### config.mk
export PLATFORM = sky130hd
export DESIGN_NAME = dual_quadrature_decoder_velocity_unit_flat
export DESIGN_NICKNAME = d
export VERILOG_FILES = /design/src/dqd_pkg.sv /design/src/dqd_ifs.sv /design/src/dqd_fifo.sv /design/src/dqd_front.sv /design/src/dqd_back.sv /design/src/dual_quadrature_decoder_velocity_unit.sv /design/src/flat_wrapper.sv
export SDC_FILE = /design/constraint.sdc
export NUM_CORES = 2
export LEC_CHECK = 0
export BUFFER_PORTS_ARGS = -buffer_cell sky130_fd_sc_hd__buf_2
export CAP_MARGIN = 10
export CORE_AREA = 2 2 420 422
export CTS_CLUSTER_DIAMETER = 60
export DETAILED_ROUTE_END_ITERATION = 6
export DIE_AREA = 0 0 422 424
export GPL_TIMING_DRIVEN = 0
export PLACE_DENSITY_LB_ADDON = 0.15
export SYNTH_ARGS = -nofsm -noshare
export SYNTH_HDL_FRONTEND = slang
export SYNTH_SLANG_ARGS = --single-unit
### constraint.sdc
create_clock -name clk_i -period 9.1 [get_ports clk_i]
set_input_delay 0.91 -clock clk_i [delete_from_list [all_inputs] [get_ports clk_i]]
set_output_delay 0.91 -clock clk_i [all_outputs]
set_load 0.05 [all_outputs]
### src/dqd_pkg.sv
// Shared types, constants and helper functions of the dual quadrature decoder.
// No dependencies.
package dqd_pkg;

  localparam int COUNT_BITS_DEF  = 32;
  localparam int QUEUE_DEPTH_DEF = 4;

  localparam logic [15:0] TPR_RESET = 16'd1400;

  // 60 s/min * 1e6 us/s * 256 for the Q.8 fraction.
  localparam int          K_BITS    = 34;
  localparam logic [33:0] RPM_SCALE = 34'd15360000000;

  // ticks_per_rev times dt_us stays below 2^48.
  localparam int DEN_W = 48;

  typedef enum logic {
    ACT_SAMPLE  = 1'b0,
    ACT_MEASURE = 1'b1
  } action_e;

  typedef enum logic [1:0] {
    STEP_NONE,
    STEP_UP,
    STEP_DOWN
  } step_e;

  typedef enum logic [1:0] {
    B_IDLE,
    B_MUL,
    B_DIV,
    B_OUT
  } back_state_e;

  typedef struct packed {
    action_e     action;
    logic [31:0] left_count;
    logic [31:0] right_count;
    logic [31:0] dt_us;
  } entry_t;

  function automatic step_e step_of(input logic [1:0] last, input logic [1:0] now);
    case ({last, now})
      4'd2, 4'd4, 4'd11, 4'd13: return STEP_UP;
      4'd1, 4'd7, 4'd8, 4'd14:  return STEP_DOWN;
      default:                  return STEP_NONE;
    endcase
  endfunction

  function automatic logic [31:0] saturate(input logic [31:0] quo, input logic ovf,
                                           input logic neg);
    logic big;
    big = ovf | quo[31];
    if (neg) begin
      return big ? 32'h8000_0000 : (32'd0 - quo);
    end
    return big ? 32'h7FFF_FFFF : quo;
  endfunction

endpackage

### src/dqd_ifs.sv
// Channel interfaces of the dual quadrature decoder: input items, results and
// the configuration write channel. No dependencies.
interface dqd_in_if;
  logic        valid;
  logic        ready;
  logic        action;
  logic        left_a;
  logic        left_b;
  logic        right_a;
  logic        right_b;
  logic [31:0] dt_us;

  modport source (output valid, action, left_a, left_b, right_a, right_b, dt_us,
                  input ready);
  modport sink (input valid, action, left_a, left_b, right_a, right_b, dt_us,
                output ready);
endinterface

interface dqd_out_if;
  logic               valid;
  logic               ready;
  logic signed [31:0] left_count;
  logic signed [31:0] right_count;
  logic signed [31:0] left_rpm;
  logic signed [31:0] right_rpm;

  modport source (output valid, left_count, right_count, left_rpm, right_rpm,
                  input ready);
  modport sink (input valid, left_count, right_count, left_rpm, right_rpm,
                output ready);
endinterface

interface dqd_cfg_if;
  logic        valid;
  logic        ready;
  logic [15:0] ticks_per_rev;

  modport source (output valid, ticks_per_rev, input ready);
  modport sink (input valid, ticks_per_rev, output ready);
endinterface

### src/dqd_fifo.sv
// Small first-in first-out queue that decouples the decoder front from the
// speed back end. Depends on nothing but its parameters.
module dqd_fifo #(
  parameter int WIDTH = 8,
  parameter int DEPTH = 4
) (
  input  logic             clk_i,
  input  logic             rst_ni,
  input  logic             push_valid_i,
  output logic             push_ready_o,
  input  logic [WIDTH-1:0] push_data_i,
  output logic             pop_valid_o,
  input  logic             pop_ready_i,
  output logic [WIDTH-1:0] pop_data_o
);

  localparam int PTR_W = (DEPTH > 1) ? $clog2(DEPTH) : 1;
  localparam int CNT_W = $clog2(DEPTH + 1);
  localparam logic [PTR_W-1:0] PTR_LAST = PTR_W'(DEPTH - 1);

  logic [WIDTH-1:0] mem_q [DEPTH];
  logic [PTR_W-1:0] wr_ptr_q, wr_ptr_d;
  logic [PTR_W-1:0] rd_ptr_q, rd_ptr_d;
  logic [CNT_W-1:0] count_q, count_d;
  logic             push;
  logic             pop;

  assign push_ready_o = (count_q != CNT_W'(DEPTH));
  assign pop_valid_o  = (count_q != '0);
  assign push         = push_valid_i & push_ready_o;
  assign pop          = pop_ready_i & pop_valid_o;
  assign pop_data_o   = mem_q[rd_ptr_q];

  always_comb begin
    wr_ptr_d = wr_ptr_q;
    rd_ptr_d = rd_ptr_q;
    if (push) begin
      wr_ptr_d = (wr_ptr_q == PTR_LAST) ? '0 : wr_ptr_q + PTR_W'(1);
    end
    if (pop) begin
      rd_ptr_d = (rd_ptr_q == PTR_LAST) ? '0 : rd_ptr_q + PTR_W'(1);
    end
    count_d  = count_q;
    if (push && !pop) begin
      count_d = count_q + CNT_W'(1);
    end else if (pop && !push) begin
      count_d = count_q - CNT_W'(1);
    end
  end

  always_ff @(posedge clk_i or negedge rst_ni) begin
    if (!rst_ni) begin
      wr_ptr_q <= '0;
      rd_ptr_q <= '0;
      count_q  <= '0;
    end else begin
      wr_ptr_q <= wr_ptr_d;
      rd_ptr_q <= rd_ptr_d;
      count_q  <= count_d;
    end
  end

  always_ff @(posedge clk_i) begin
    if (push) begin
      mem_q[wr_ptr_q] <= push_data_i;
    end
  end

endmodule

### src/dqd_front.sv
// Front end: accepts beats, decodes the quadrature transitions, keeps the wheel
// counts and snapshots, and queues one entry per beat. Uses dqd_pkg.
module dqd_front
  import dqd_pkg::*;
#(
  parameter int COUNT_BITS = COUNT_BITS_DEF
) (
  input  logic                  clk_i,
  input  logic                  rst_ni,
  input  logic                  in_valid_i,
  output logic                  in_ready_o,
  input  logic                  action_i,
  input  logic                  left_a_i,
  input  logic                  left_b_i,
  input  logic                  right_a_i,
  input  logic                  right_b_i,
  input  logic [31:0]           dt_us_i,
  output logic                  push_valid_o,
  input  logic                  push_ready_i,
  output entry_t                entry_o,
  output logic [COUNT_BITS-1:0] dl_o,
  output logic [COUNT_BITS-1:0] dr_o
);

  logic [COUNT_BITS-1:0] lt_q, lt_d, rt_q, rt_d;
  logic [COUNT_BITS-1:0] ls_q, ls_d, rs_q, rs_d;
  logic [1:0]            lp_q, lp_d, rp_q, rp_d;
  logic                  loaded_q, loaded_d;
  logic [1:0]            lp_now, rp_now;
  logic                  accept;
  logic [COUNT_BITS+31:0] lext, rext;

  function automatic logic [COUNT_BITS-1:0] advance(input logic [COUNT_BITS-1:0] t,
                                                    input logic [1:0] last,
                                                    input logic [1:0] now);
    case (step_of(last, now))
      STEP_UP:   return t + COUNT_BITS'(1);
      STEP_DOWN: return t - COUNT_BITS'(1);
      default:   return t;
    endcase
  endfunction

  assign in_ready_o   = push_ready_i;
  assign accept       = in_valid_i & push_ready_i;
  assign push_valid_o = accept;
  assign lp_now       = {left_a_i, left_b_i};
  assign rp_now       = {right_a_i, right_b_i};

  always_comb begin
    lt_d     = lt_q;
    rt_d     = rt_q;
    ls_d     = ls_q;
    rs_d     = rs_q;
    lp_d     = lp_q;
    rp_d     = rp_q;
    loaded_d = loaded_q;
    if (accept) begin
      if (action_i == ACT_SAMPLE) begin
        lp_d = lp_now;
        rp_d = rp_now;
        if (!loaded_q) begin
          loaded_d = 1'b1;
        end else begin
          lt_d = advance(lt_q, lp_q, lp_now);
          rt_d = advance(rt_q, rp_q, rp_now);
        end
      end else begin
        ls_d = lt_q;
        rs_d = rt_q;
      end
    end
  end

  assign lext = {32'd0, lt_d};
  assign rext = {32'd0, rt_d};
  assign dl_o = lt_q - ls_q;
  assign dr_o = rt_q - rs_q;

  always_comb begin
    entry_o.action      = action_e'(action_i);
    entry_o.left_count  = lext[31:0];
    entry_o.right_count = rext[31:0];
    entry_o.dt_us       = dt_us_i;
  end

  always_ff @(posedge clk_i or negedge rst_ni) begin
    if (!rst_ni) begin
      lt_q     <= '0;
      rt_q     <= '0;
      ls_q     <= '0;
      rs_q     <= '0;
      lp_q     <= '0;
      rp_q     <= '0;
      loaded_q <= 1'b0;
    end else begin
      lt_q     <= lt_d;
      rt_q     <= rt_d;
      ls_q     <= ls_d;
      rs_q     <= rs_d;
      lp_q     <= lp_d;
      rp_q     <= rp_d;
      loaded_q <= loaded_d;
    end
  end

endmodule

### src/dqd_back.sv
// Back end: drains the queue, passes sample entries to the result register and
// runs the shift-add multiply and restoring divide for speed. Uses dqd_pkg.
module dqd_back
  import dqd_pkg::*;
#(
  parameter int COUNT_BITS = COUNT_BITS_DEF
) (
  input  logic                  clk_i,
  input  logic                  rst_ni,
  input  logic                  pop_valid_i,
  output logic                  pop_o,
  input  entry_t                entry_i,
  input  logic [COUNT_BITS-1:0] dl_i,
  input  logic [COUNT_BITS-1:0] dr_i,
  input  logic [15:0]           tpr_i,
  output logic                  out_valid_o,
  input  logic                  out_ready_i,
  output logic signed [31:0]    left_count_o,
  output logic signed [31:0]    right_count_o,
  output logic signed [31:0]    left_rpm_o,
  output logic signed [31:0]    right_rpm_o
);

  localparam int NUM_W   = COUNT_BITS + K_BITS;
  localparam int CNT_W   = $clog2(NUM_W);
  localparam int K_IDX_W = $clog2(K_BITS);

  back_state_e state_q, state_d;
  logic [CNT_W-1:0] cnt_q, cnt_d;
  logic             out_valid_q, out_valid_d;

  logic [COUNT_BITS-1:0] mag_l_q, mag_l_d, mag_r_q, mag_r_d;
  logic                  neg_l_q, neg_l_d, neg_r_q, neg_r_d;
  logic [NUM_W-1:0]      acc_l_q, acc_l_d, acc_r_q, acc_r_d;
  logic [DEN_W-1:0]      rem_l_q, rem_l_d, rem_r_q, rem_r_d;
  logic [31:0]           quo_l_q, quo_l_d, quo_r_q, quo_r_d;
  logic                  ovf_l_q, ovf_l_d, ovf_r_q, ovf_r_d;
  logic [DEN_W-1:0]      den_q, den_d;
  logic [31:0]           plc_q, plc_d, prc_q, prc_d;
  logic [31:0]           olc_q, olc_d, orc_q, orc_d, olr_q, olr_d, orr_q, orr_d;

  logic                  out_free;
  logic                  scale_bit;
  logic [DEN_W:0]        sh_l, sh_r, dif_l, dif_r;
  logic                  ge_l, ge_r;

  assign out_free  = !out_valid_q || out_ready_i;
  assign scale_bit = RPM_SCALE[cnt_q[K_IDX_W-1:0]];

  assign sh_l  = {rem_l_q, acc_l_q[NUM_W-1]};
  assign sh_r  = {rem_r_q, acc_r_q[NUM_W-1]};
  assign dif_l = sh_l - {1'b0, den_q};
  assign dif_r = sh_r - {1'b0, den_q};
  assign ge_l  = (sh_l >= {1'b0, den_q});
  assign ge_r  = (sh_r >= {1'b0, den_q});

  always_comb begin
    state_d     = state_q;
    cnt_d       = cnt_q;
    out_valid_d = out_valid_q && !out_ready_i;
    pop_o       = 1'b0;
    mag_l_d     = mag_l_q;
    mag_r_d     = mag_r_q;
    neg_l_d     = neg_l_q;
    neg_r_d     = neg_r_q;
    acc_l_d     = acc_l_q;
    acc_r_d     = acc_r_q;
    rem_l_d     = rem_l_q;
    rem_r_d     = rem_r_q;
    quo_l_d     = quo_l_q;
    quo_r_d     = quo_r_q;
    ovf_l_d     = ovf_l_q;
    ovf_r_d     = ovf_r_q;
    den_d       = den_q;
    plc_d       = plc_q;
    prc_d       = prc_q;
    olc_d       = olc_q;
    orc_d       = orc_q;
    olr_d       = olr_q;
    orr_d       = orr_q;
    case (state_q)
      B_IDLE: begin
        if (pop_valid_i && out_free) begin
          pop_o = 1'b1;
          if (entry_i.action == ACT_SAMPLE) begin
            out_valid_d = 1'b1;
            olc_d       = entry_i.left_count;
            orc_d       = entry_i.right_count;
            olr_d       = '0;
            orr_d       = '0;
          end else begin
            neg_l_d = dl_i[COUNT_BITS-1];
            neg_r_d = dr_i[COUNT_BITS-1];
            mag_l_d = dl_i[COUNT_BITS-1] ? (~dl_i + COUNT_BITS'(1)) : dl_i;
            mag_r_d = dr_i[COUNT_BITS-1] ? (~dr_i + COUNT_BITS'(1)) : dr_i;
            acc_l_d = '0;
            acc_r_d = '0;
            rem_l_d = '0;
            rem_r_d = '0;
            quo_l_d = '0;
            quo_r_d = '0;
            ovf_l_d = 1'b0;
            ovf_r_d = 1'b0;
            den_d   = DEN_W'(tpr_i) * DEN_W'(entry_i.dt_us);
            plc_d   = entry_i.left_count;
            prc_d   = entry_i.right_count;
            cnt_d   = CNT_W'(K_BITS - 1);
            state_d = B_MUL;
          end
        end
      end
      B_MUL: begin
        acc_l_d = {acc_l_q[NUM_W-2:0], 1'b0} + (scale_bit ? NUM_W'(mag_l_q) : '0);
        acc_r_d = {acc_r_q[NUM_W-2:0], 1'b0} + (scale_bit ? NUM_W'(mag_r_q) : '0);
        if (cnt_q == '0) begin
          cnt_d   = CNT_W'(NUM_W - 1);
          state_d = B_DIV;
        end else begin
          cnt_d = cnt_q - CNT_W'(1);
        end
      end
      B_DIV: begin
        acc_l_d = {acc_l_q[NUM_W-2:0], 1'b0};
        acc_r_d = {acc_r_q[NUM_W-2:0], 1'b0};
        rem_l_d = ge_l ? dif_l[DEN_W-1:0] : sh_l[DEN_W-1:0];
        rem_r_d = ge_r ? dif_r[DEN_W-1:0] : sh_r[DEN_W-1:0];
        quo_l_d = {quo_l_q[30:0], ge_l};
        quo_r_d = {quo_r_q[30:0], ge_r};
        ovf_l_d = ovf_l_q | quo_l_q[31];
        ovf_r_d = ovf_r_q | quo_r_q[31];
        if (cnt_q == '0) begin
          state_d = B_OUT;
        end else begin
          cnt_d = cnt_q - CNT_W'(1);
        end
      end
      B_OUT: begin
        if (out_free) begin
          out_valid_d = 1'b1;
          olc_d       = plc_q;
          orc_d       = prc_q;
          olr_d       = (den_q == '0) ? '0 : saturate(quo_l_q, ovf_l_q, neg_l_q);
          orr_d       = (den_q == '0) ? '0 : saturate(quo_r_q, ovf_r_q, neg_r_q);
          state_d     = B_IDLE;
        end
      end
      default: begin
        state_d = B_IDLE;
      end
    endcase
  end

  always_ff @(posedge clk_i or negedge rst_ni) begin
    if (!rst_ni) begin
      state_q     <= B_IDLE;
      cnt_q       <= '0;
      out_valid_q <= 1'b0;
    end else begin
      state_q     <= state_d;
      cnt_q       <= cnt_d;
      out_valid_q <= out_valid_d;
    end
  end

  always_ff @(posedge clk_i) begin
    mag_l_q <= mag_l_d;
    mag_r_q <= mag_r_d;
    neg_l_q <= neg_l_d;
    neg_r_q <= neg_r_d;
    acc_l_q <= acc_l_d;
    acc_r_q <= acc_r_d;
    rem_l_q <= rem_l_d;
    rem_r_q <= rem_r_d;
    quo_l_q <= quo_l_d;
    quo_r_q <= quo_r_d;
    ovf_l_q <= ovf_l_d;
    ovf_r_q <= ovf_r_d;
    den_q   <= den_d;
    plc_q   <= plc_d;
    prc_q   <= prc_d;
    olc_q   <= olc_d;
    orc_q   <= orc_d;
    olr_q   <= olr_d;
    orr_q   <= orr_d;
  end

  assign out_valid_o   = out_valid_q;
  assign left_count_o  = olc_q;
  assign right_count_o = orc_q;
  assign left_rpm_o    = olr_q;
  assign right_rpm_o   = orr_q;

endmodule

### src/dual_quadrature_decoder_velocity_unit.sv
// Top level of the two-wheel x4 quadrature decoder with speed measurement.
// Uses dqd_pkg, the channel interfaces, dqd_front, dqd_fifo and dqd_back.
//
// Input beats carry either a pin sample of both encoders or a speed
// measurement with the elapsed microseconds. Every input beat gives exactly
// one result beat with both wheel counts and, for a measurement, both speeds
// in RPM as signed Q.8; a sample beat returns zero speeds.
// The front accepts one beat per cycle while the queue has room. A sample
// beat passes through the queue into the result register, so samples
// sustain one beat per cycle while the receiver keeps ready high. A
// measurement occupies the back end with a load step, 34 shift-add multiply
// steps, COUNT_BITS + 34 restoring divide steps and a result step; beats
// behind it wait in the queue.
// The configuration channel is always ready and takes ticks_per_rev; write it
// only while no beat is in flight.
// Reset clears the counts, snapshots and stored pin pairs, sets ticks_per_rev
// to 1400 and empties the queue; the first sample after reset only loads the
// pin pairs. When the receiver stalls, the result holds and the queue fills,
// after which input ready drops.
module dual_quadrature_decoder_velocity_unit
  import dqd_pkg::*;
#(
  parameter int COUNT_BITS  = COUNT_BITS_DEF,
  parameter int QUEUE_DEPTH = QUEUE_DEPTH_DEF
) (
  input  logic   clk_i,
  input  logic   rst_ni,
  dqd_in_if.sink   in_i,
  dqd_out_if.source out_o,
  dqd_cfg_if.sink  cfg_i
);

  localparam int Q_W = $bits(entry_t) + 2 * COUNT_BITS;

  logic [15:0]           tpr_q;
  logic                  push_valid;
  logic                  push_ready;
  entry_t                push_entry;
  logic [COUNT_BITS-1:0] push_dl, push_dr;
  logic [Q_W-1:0]        push_data;
  logic                  pop_valid;
  logic                  pop;
  logic [Q_W-1:0]        pop_data;
  entry_t                pop_entry;
  logic [COUNT_BITS-1:0] pop_dl, pop_dr;

  assign cfg_i.ready = 1'b1;

  always_ff @(posedge clk_i or negedge rst_ni) begin
    if (!rst_ni) begin
      tpr_q <= TPR_RESET;
    end else if (cfg_i.valid) begin
      tpr_q <= cfg_i.ticks_per_rev;
    end
  end

  dqd_front #(
    .COUNT_BITS(COUNT_BITS)
  ) u_front (
    .clk_i        (clk_i),
    .rst_ni       (rst_ni),
    .in_valid_i   (in_i.valid),
    .in_ready_o   (in_i.ready),
    .action_i     (in_i.action),
    .left_a_i     (in_i.left_a),
    .left_b_i     (in_i.left_b),
    .right_a_i    (in_i.right_a),
    .right_b_i    (in_i.right_b),
    .dt_us_i      (in_i.dt_us),
    .push_valid_o (push_valid),
    .push_ready_i (push_ready),
    .entry_o      (push_entry),
    .dl_o         (push_dl),
    .dr_o         (push_dr)
  );

  assign push_data = {push_entry, push_dl, push_dr};

  dqd_fifo #(
    .WIDTH(Q_W),
    .DEPTH(QUEUE_DEPTH)
  ) u_fifo (
    .clk_i        (clk_i),
    .rst_ni       (rst_ni),
    .push_valid_i (push_valid),
    .push_ready_o (push_ready),
    .push_data_i  (push_data),
    .pop_valid_o  (pop_valid),
    .pop_ready_i  (pop),
    .pop_data_o   (pop_data)
  );

  assign {pop_entry, pop_dl, pop_dr} = pop_data;

  dqd_back #(
    .COUNT_BITS(COUNT_BITS)
  ) u_back (
    .clk_i         (clk_i),
    .rst_ni        (rst_ni),
    .pop_valid_i   (pop_valid),
    .pop_o         (pop),
    .entry_i       (pop_entry),
    .dl_i          (pop_dl),
    .dr_i          (pop_dr),
    .tpr_i         (tpr_q),
    .out_valid_o   (out_o.valid),
    .out_ready_i   (out_o.ready),
    .left_count_o  (out_o.left_count),
    .right_count_o (out_o.right_count),
    .left_rpm_o    (out_o.left_rpm),
    .right_rpm_o   (out_o.right_rpm)
  );

endmodule

### src/flat_wrapper.sv
// flat-port wrapper written by rule: the top's interface ports become plain ports
module dual_quadrature_decoder_velocity_unit_flat import dqd_pkg::*;
#(
  parameter int COUNT_BITS  = COUNT_BITS_DEF,
  parameter int QUEUE_DEPTH = QUEUE_DEPTH_DEF
)
  (clk_i, rst_ni, in_i_valid, in_i_action, in_i_left_a, in_i_left_b, in_i_right_a, in_i_right_b, in_i_dt_us, in_i_ready, out_o_valid, out_o_left_count, out_o_right_count, out_o_left_rpm, out_o_right_rpm, out_o_ready, cfg_i_valid, cfg_i_ticks_per_rev, cfg_i_ready);
  dqd_in_if in_i_i ();
  dqd_out_if out_o_i ();
  dqd_cfg_if cfg_i_i ();
  input  logic clk_i;
  input  logic rst_ni;
  input wire logic [$bits(in_i_i.valid)-1:0] in_i_valid;
  input wire logic [$bits(in_i_i.action)-1:0] in_i_action;
  input wire logic [$bits(in_i_i.left_a)-1:0] in_i_left_a;
  input wire logic [$bits(in_i_i.left_b)-1:0] in_i_left_b;
  input wire logic [$bits(in_i_i.right_a)-1:0] in_i_right_a;
  input wire logic [$bits(in_i_i.right_b)-1:0] in_i_right_b;
  input wire logic [$bits(in_i_i.dt_us)-1:0] in_i_dt_us;
  output wire logic [$bits(in_i_i.ready)-1:0] in_i_ready;
  output wire logic [$bits(out_o_i.valid)-1:0] out_o_valid;
  output wire logic [$bits(out_o_i.left_count)-1:0] out_o_left_count;
  output wire logic [$bits(out_o_i.right_count)-1:0] out_o_right_count;
  output wire logic [$bits(out_o_i.left_rpm)-1:0] out_o_left_rpm;
  output wire logic [$bits(out_o_i.right_rpm)-1:0] out_o_right_rpm;
  input wire logic [$bits(out_o_i.ready)-1:0] out_o_ready;
  input wire logic [$bits(cfg_i_i.valid)-1:0] cfg_i_valid;
  input wire logic [$bits(cfg_i_i.ticks_per_rev)-1:0] cfg_i_ticks_per_rev;
  output wire logic [$bits(cfg_i_i.ready)-1:0] cfg_i_ready;
  assign in_i_i.valid = in_i_valid;
  assign in_i_i.action = in_i_action;
  assign in_i_i.left_a = in_i_left_a;
  assign in_i_i.left_b = in_i_left_b;
  assign in_i_i.right_a = in_i_right_a;
  assign in_i_i.right_b = in_i_right_b;
  assign in_i_i.dt_us = in_i_dt_us;
  assign in_i_ready = in_i_i.ready;
  assign out_o_valid = out_o_i.valid;
  assign out_o_left_count = out_o_i.left_count;
  assign out_o_right_count = out_o_i.right_count;
  assign out_o_left_rpm = out_o_i.left_rpm;
  assign out_o_right_rpm = out_o_i.right_rpm;
  assign out_o_i.ready = out_o_ready;
  assign cfg_i_i.valid = cfg_i_valid;
  assign cfg_i_i.ticks_per_rev = cfg_i_ticks_per_rev;
  assign cfg_i_ready = cfg_i_i.ready;
  dual_quadrature_decoder_velocity_unit #(.COUNT_BITS(COUNT_BITS), .QUEUE_DEPTH(QUEUE_DEPTH)) u_core (.clk_i(clk_i), .rst_ni(rst_ni), .in_i(in_i_i), .out_o(out_o_i), .cfg_i(cfg_i_i));
endmodule
Word-level counts from Yosys, hierarchy flattened
Memories as Yosys holds them, arrays and structs flattened.
Index checks and enable logic that the tools add are counted.
{"block": "totals", "regBits": 766, "n_memories": 4, "wordCells": 202, "in_bits": 58, "rom_bits": 128, "output_inout_bits": 131, "ramBits": 644}
{"block": "op_classes", "add_sub_neg": 19, "n_lt_le_gt_ge": 3, "mux": 90, "eq_ne": 17, "n_mul": 1, "bitwise": 8, "n_reduce_logical": 25}
{"name": "u_core.u_fifo.mem_q", "words": 4, "word_bits": 161, "rd": 1, "rd_ports_with_merged_regs": 0, "write_ports": 1, "line_no": "dqd_fifo.sv:21", "source": "logic [WIDTH-1:0] mem_q [DEPTH];"}
{"name": "(no name shown)", "words": 64, "word_bits": 1, "rd": 1, "rd_ports_with_merged_regs": 0, "write_ports": 0, "line_no": "dqd_back.sv:48", "source": "assign scale_bit = RPM_SCALE[cnt_q[K_IDX_W-1:0]];"}
{"name": "(no name shown)", "words": 16, "word_bits": 2, "rd": 1, "rd_ports_with_merged_regs": 0, "write_ports": 0, "line_no": "dqd_pkg.sv:43", "source": "case ({last, now})"}
{"name": "(no name shown)", "words": 16, "word_bits": 2, "rd": 1, "rd_ports_with_merged_regs": 0, "write_ports": 0, "line_no": "dqd_pkg.sv:43"}
{"op": "$mux W32", "n": 30}
{"op": "$pmux W32 S2", "n": 8}
{"op": "$pmux W66 S3", "n": 2}
{"op": "$mux W48", "n": 4}
{"op": "$pmux W48 S2", "n": 2}
{"op": "$add A66 B32 Y66", "n": 2}
{"op": "$mux W66", "n": 2}
{"op": "$add A32 B1 Y32 const B", "n": 4}
{"op": "$ge A49 B48 Y1", "n": 2}
{"op": "$sub A48 B48 Y48", "n": 2}
{"op": "$not A32 Y32", "n": 2}
{"op": "$sub A1 B32 Y32 const A", "n": 2}
{"op": "$sub A32 B1 Y32 const B", "n": 2}
{"op": "$sub A32 B32 Y32", "n": 2}
{"op": "$mux W31", "n": 2}
{"op": "$logic_not A48 Y1", "n": 1}
{"op": "$mul A16 B32 Y48", "n": 1}
{"op": "$mux W7", "n": 4}
{"op": "$mux W2", "n": 13}
{"op": "$pmux W7 S3", "n": 1}
{"op": "$mux W1", "n": 16}
{"op": "$eq A2 B2 Y1 const B", "n": 6}
{"op": "$ne A2 B2 Y1 const B", "n": 6}
{"op": "$reduce_and A3 Y1", "n": 3}
{"op": "other kinds (24)", "n": 44}

Depth between registers and ports, before layout
{"block": "logic_depth", "word_depth": 9, "mapped_depth": 36, "ltp_nobuf": 26}

Modules after synthesis
Synthesis repeated with hierarchy kept, for this count alone.
{"block": "hier_totals", "hier_cells": 7926, "hier_area_um2": 90125.2}
{"module": "dqd_back", "area_each_um2": 52932.0, "cells_each": 5403, "instances": 1, "seq_area_each_um2": 18267.5}
{"module": "dqd_fifo", "area_each_um2": 23638.9, "cells_each": 877, "instances": 1, "seq_area_each_um2": 19513.7}
{"module": "dqd_front", "area_each_um2": 12886.1, "cells_each": 1610, "instances": 1, "seq_area_each_um2": 3328.2}
{"module": "dual_quadrature_decoder_velocity_unit", "area_each_um2": 668.1, "cells_each": 36, "instances": 1, "seq_area_each_um2": 407.9}

Worst setup path before layout
No wires, ideal clock.
{"block": "synth_path", "path_type": "register to register", "startpoint": "register u_core.u_fifo.rd_ptr_q[0]", "endpoint": "register u_core.u_back.acc_l_q[0], enable pin", "required_ps": 8449, "t_arrival_ps": 9407, "slack_ps": -957, "setup_ps": 651, "stages_incl_launch_ff": 9, "period_less_slack_ps": 10057, "n_path_buf": 5, "cell_sequence": "dfrtp_1 -> buf_6 -> buf_6 -> buf_4 -> buf_4 -> buf_4 -> mux4_2 -> and3_1 -> o21bai_1"}
{"block": "synth_via", "elab_chain_cells": 3}
{"element": "start: declaration", "line_no": "dqd_fifo.sv:23", "source": "logic [PTR_W-1:0] rd_ptr_q, rd_ptr_d;"}
{"element": "start signal: assignment", "line_no": "dqd_fifo.sv:58", "source": "rd_ptr_q <= rd_ptr_d;"}
{"element": "$mem_v2 Z4 W161"}
{"element": "$ne A2 B1 Y1 (no source line)"}
{"element": "$reduce_and A3 Y1 (no source line)"}
{"element": "end signal: assignment", "line_no": "dqd_back.sv:170", "source": "acc_l_q <= acc_l_d;"}
{"element": "end: declaration", "line_no": "dqd_back.sv:34", "source": "logic [NUM_W-1:0] acc_l_q, acc_l_d, acc_r_q, acc_r_d;"}
No other way between the ends.
A chain may end at the register's enable or synchronous reset.

Final worst setup path
{"block": "layout_path", "startpoint": "register u_core.u_fifo.rd_ptr_q[1]", "endpoint": "register u_core.u_back.den_q[40] (data pin)"}
{"block": "layout_via", "elab_chain_cells": 2}
{"element": "$mem_v2 Z4 W161"}
{"element": "$mul A16 B32 Y48", "line_no": "dqd_back.sv:104", "source": "den_d = DEN_W'(tpr_i) * DEN_W'(entry_i.dt_us);"}
{"element": "end signal: assignment", "line_no": "dqd_back.sv:178", "source": "den_q <= den_d;"}
{"element": "end: declaration", "line_no": "dqd_back.sv:38", "source": "logic [DEN_W-1:0] den_q, den_d;"}
No other way between the ends.

==> metrics.md <==
| Metric | Value |
|---|---|
| Starting Density | `0.497` |
| Post-synth EDFFs | `about 1.2k` |
| Most common cell after layout, fill and taps aside | `edfxtp_1` |
| Yosys cell types | `92` |
| Primary FF master, synth | `edfxtp_1` |
| # H-tree levels | `4` |
| Port Buf Inserts | `186` |
| Fill count | `14.9k` |
| Crit path kind | `reg -> reg` |
| ANT nets after route | `0` |
| Most Crowded Layer GR | `met2` |
| Max stage delay on crit path | `approximately 540 ps` |
| Clk slew on worst S/H paths | `about 60 ps` |
| HP Class | `in -> async` |
| Period minus WS final | `8690 ps` |
| Multi-input gate area in the final layout | `41700 sq um` |
| RSZ-0062 raised after global routing | `false` |
| Syn Inst Count | `about 7.5k` |
| First-pass GRT wire length | `332000 microns` |
| Final Wtd Congestion | `0.925` |
| Measured slew at the worst slew-check pin | `~1200 ps` |
| Worst R2R Path Depth | `32` |
| Drt wl/cell | `20.7 microns` |
| Worst-skew pair later-pin latency | `about 820 ps` |
| Data required, critical path | `9680 ps` |
| Max_slew headroom | `0.194` |
| #FFs+latches synth | `1410` |
| Final hold vios | `0` |
| Vias | `58.4k` |
| CTS tree | `yes` |
| Post-CTS Hold Fix Bufs | `0` |
| Detailed Route WL | `213000 microns` |
| Dominant cells by area after synthesis | `edfxtp_1, fa_1, ha_1` |
| CTS Buf Count | `~160` |
| Share of layout cells above drive strength 1 | `0.113` |
| Mean post-synth cell area | `11.7 sq um` |
| Grt met2 use | `0.387` |
| Post-synthesis sequential area ratio | `0.478` |
| Fin Hold WS | `43.4 ps` |
| Num rows | `about 150` |
| Vias per cell | `about 5.7` |
| Slowest CP cell | `fa_1` |
| CP Capture Type | `flip-flop` |
| CTS sink count | `1410` |
| Yosys top cell area share | `0.430` |
| Synth async-reset ratio | `0.118` |
| Largest net degree at the start of global routing | `103` |
| Commonest non-fill, non-tap cells in the layout | `edfxtp_1, nand2_1, inv_1, nor2_1, fa_1` |
| WP data arrival | `9270 ps` |
| Slew Limit Fails | `0` |
| Detailed router's first-iteration violation count | `4394` |
| HPWL after detailed placement | `159000 microns` |
| Die area | `179000 sq um` |
| Synth Warn # | `0` |
| I/O Pins | `189` |
| Vias in the first global route | `58.2k` |
| Post-route clock period utilization | `0.955` |
| Fmax | `115 MHz` |
| Final #Nets | `8740` |
| Synth area leader | `edfxtp_1` |
| Area Growth Syn to Fin | `12.0%` |
| Sequential Area | `41500 sq um` |
| # DRC | `0` |
| Buf/Inv on CP | `12` |
| Gr usage total | `0.237` |
| Instance count on the critical path | `32` |
| Met3 usage | `0.0373` |
| Antenna violations before repair | `10` |
| Final core occ | `0.556` |
| Root Buffer | `clkbuf_16` |
| Post-synth net total | `8358` |
| Die H | `~420 microns` |
| Status | `complete, no violations` |
| Final setup viols | `0` |
| Worst-case clock buffer depth | `3` |
| Core area | `approximately 170000 sq um` |
| Setup Skew | `~42 ps` |
| Met1 Use GR | `0.328` |
| First-pass detailed-route iteration total | `6` |
| Max cap viols | `0` |
| Die span in x | `roughly 420 microns` |
| Setup crit start kind | `flip-flop` |
| Max FO, Critical Path | `37` |
| Total global routing overflow | `0` |
| Family with the most delay on the worst path | `adder cells` |
| Post-Synthesis Cell Area | `86900 sq um` |
| Most used cell, CP | `inv_1` |
[worst reg2reg max path, delay by kind of cell (launching register included)]
| family | cells | cell delay [ps] |
|---|---|---|
| AND/OR/NAND/NOR | 3 | 620 |
| buffers and inverters | 12 | 2020 |
| AO/OA/AOI/OAI | 9 | 1900 |
| adder cells (fa/ha/maj) | 7 | 3010 |
| multiplexers | 1 | 500 |
| flip-flops | 1 | 400 |
[synth_stat cells, types with 51 or more instances]
cell / number
edfxtp_1: 1244
nand2_1: 720
inv_1: 690
nor2_1: 453
fa_1: 427
ha_1: 420
o21ai_0: 396
a21oi_1: 382
and2_1: 353
xnor2_1: 253
clkbuf_1: 234
a21o_1: 164
dfrtp_1: 160
mux4_2: 153
mux2_2: 150
xor2_1: 139
nand3_1: 104
nand4_1: 61
a31oi_1: 60
nor3_1: 60
nand2b_1: 59
o21bai_1: 54
and3_1: 51
o31ai_1: 51
[final cells by class]
cell class              instances  share of cell area
diodes                          3           0.0000771
plain buffers                 288              0.0134
clock buffers                 190              0.0437
clock inverters               108              0.0129
inverters                     694              0.0268
multi-input cells            5051               0.428
flip-flops and latches       1410               0.427
well taps                    2340              0.0301
repair buffers                228              0.0184
[layer usage]
layer / vias up / share of wire
met2: 1534 / 0.47
met5: - / 0.00018
met3: 318 / 0.051
li1: 27300 / -
met1: 29300 / 0.45
met4: 6 / 0.026
[final timing paths]
path	slack, ps	to	from
max	410	u_core.u_back.den_q[40]	u_core.u_fifo.rd_ptr_q[1]
max reg2reg	410	u_core.u_back.den_q[40]	u_core.u_fifo.rd_ptr_q[1]
min	40	u_core.u_front.rt_q[10]	rst_ni
max in group asynchronous	8000	u_core.tpr_q[0]	rst_ni
min reg2reg	470	u_core.u_front.loaded_q	u_core.u_front.loaded_q
min in group clk_i	310	u_core.u_fifo.mem_q[2][94]	in_i_dt_us[30]
[registers in the layout, summed over array words and instances (netlist names), 48 cells and up]
signal and count:
u_core.u_back.acc_l_q 66, u_core.u_back.rem_l_q 48, u_core.u_back.rem_r_q 48, u_core.u_back.acc_r_q 66, u_core.u_fifo.mem_q 644, u_core.u_back.den_q 48
[metrics by stage]
| stage | area [sq um] | worst slack, ps | instances | setup TNS (ps) |
|---|---|---|---|---|
| 2_1_floorplan | 86900 | 63.9 | 7453 | 0 |
| 6_report | 97300 | 410 | 10300 | 0 |
| 4_1_cts | 97300 | 64.9 | 10300 | 0 |
| 3_3_place_gp | 90800 | -4400 | 9979 | -1035800 |
| 3_5_place_dp | 91600 | -2770 | 10000 | -68920 |
| 5_1_grt | 97300 | 11.8 | 10300 | 0 |
[timing repair]
| item | in CTS | in global routing |
|---|---|---|
| setup endpoints to repair | 39 | 14 |
| resized for setup | 54 | 13 |
| gates cloned | 0 | 1 |
| hold endpoints to repair | 0 | 0 |
| pin swaps | 1 | 1 |
| setup buffers | 6 | 1 |
[logic make-up (layout without fill, tap and decap cells)]
logic type                 after synthesis  after routing  share of synthesized area
DFF                                   1410           1410                      0.478
adders and majority gates              847            847                      0.159
AOI/OAI and AO/OA                     1383           1383                     0.0990
other                                    1              4                  0.0000431
muxes                                  359            359                     0.0668
xor gates and xnor gates               392            392                     0.0395
and+or+nand+nor                       2069           2069                      0.114
buffers and inverters                  992           1508                     0.0440
Power is left out: the tool's default activity adds up to more than one toggle a clock period on the data nets, which glitch-free logic cannot reach.
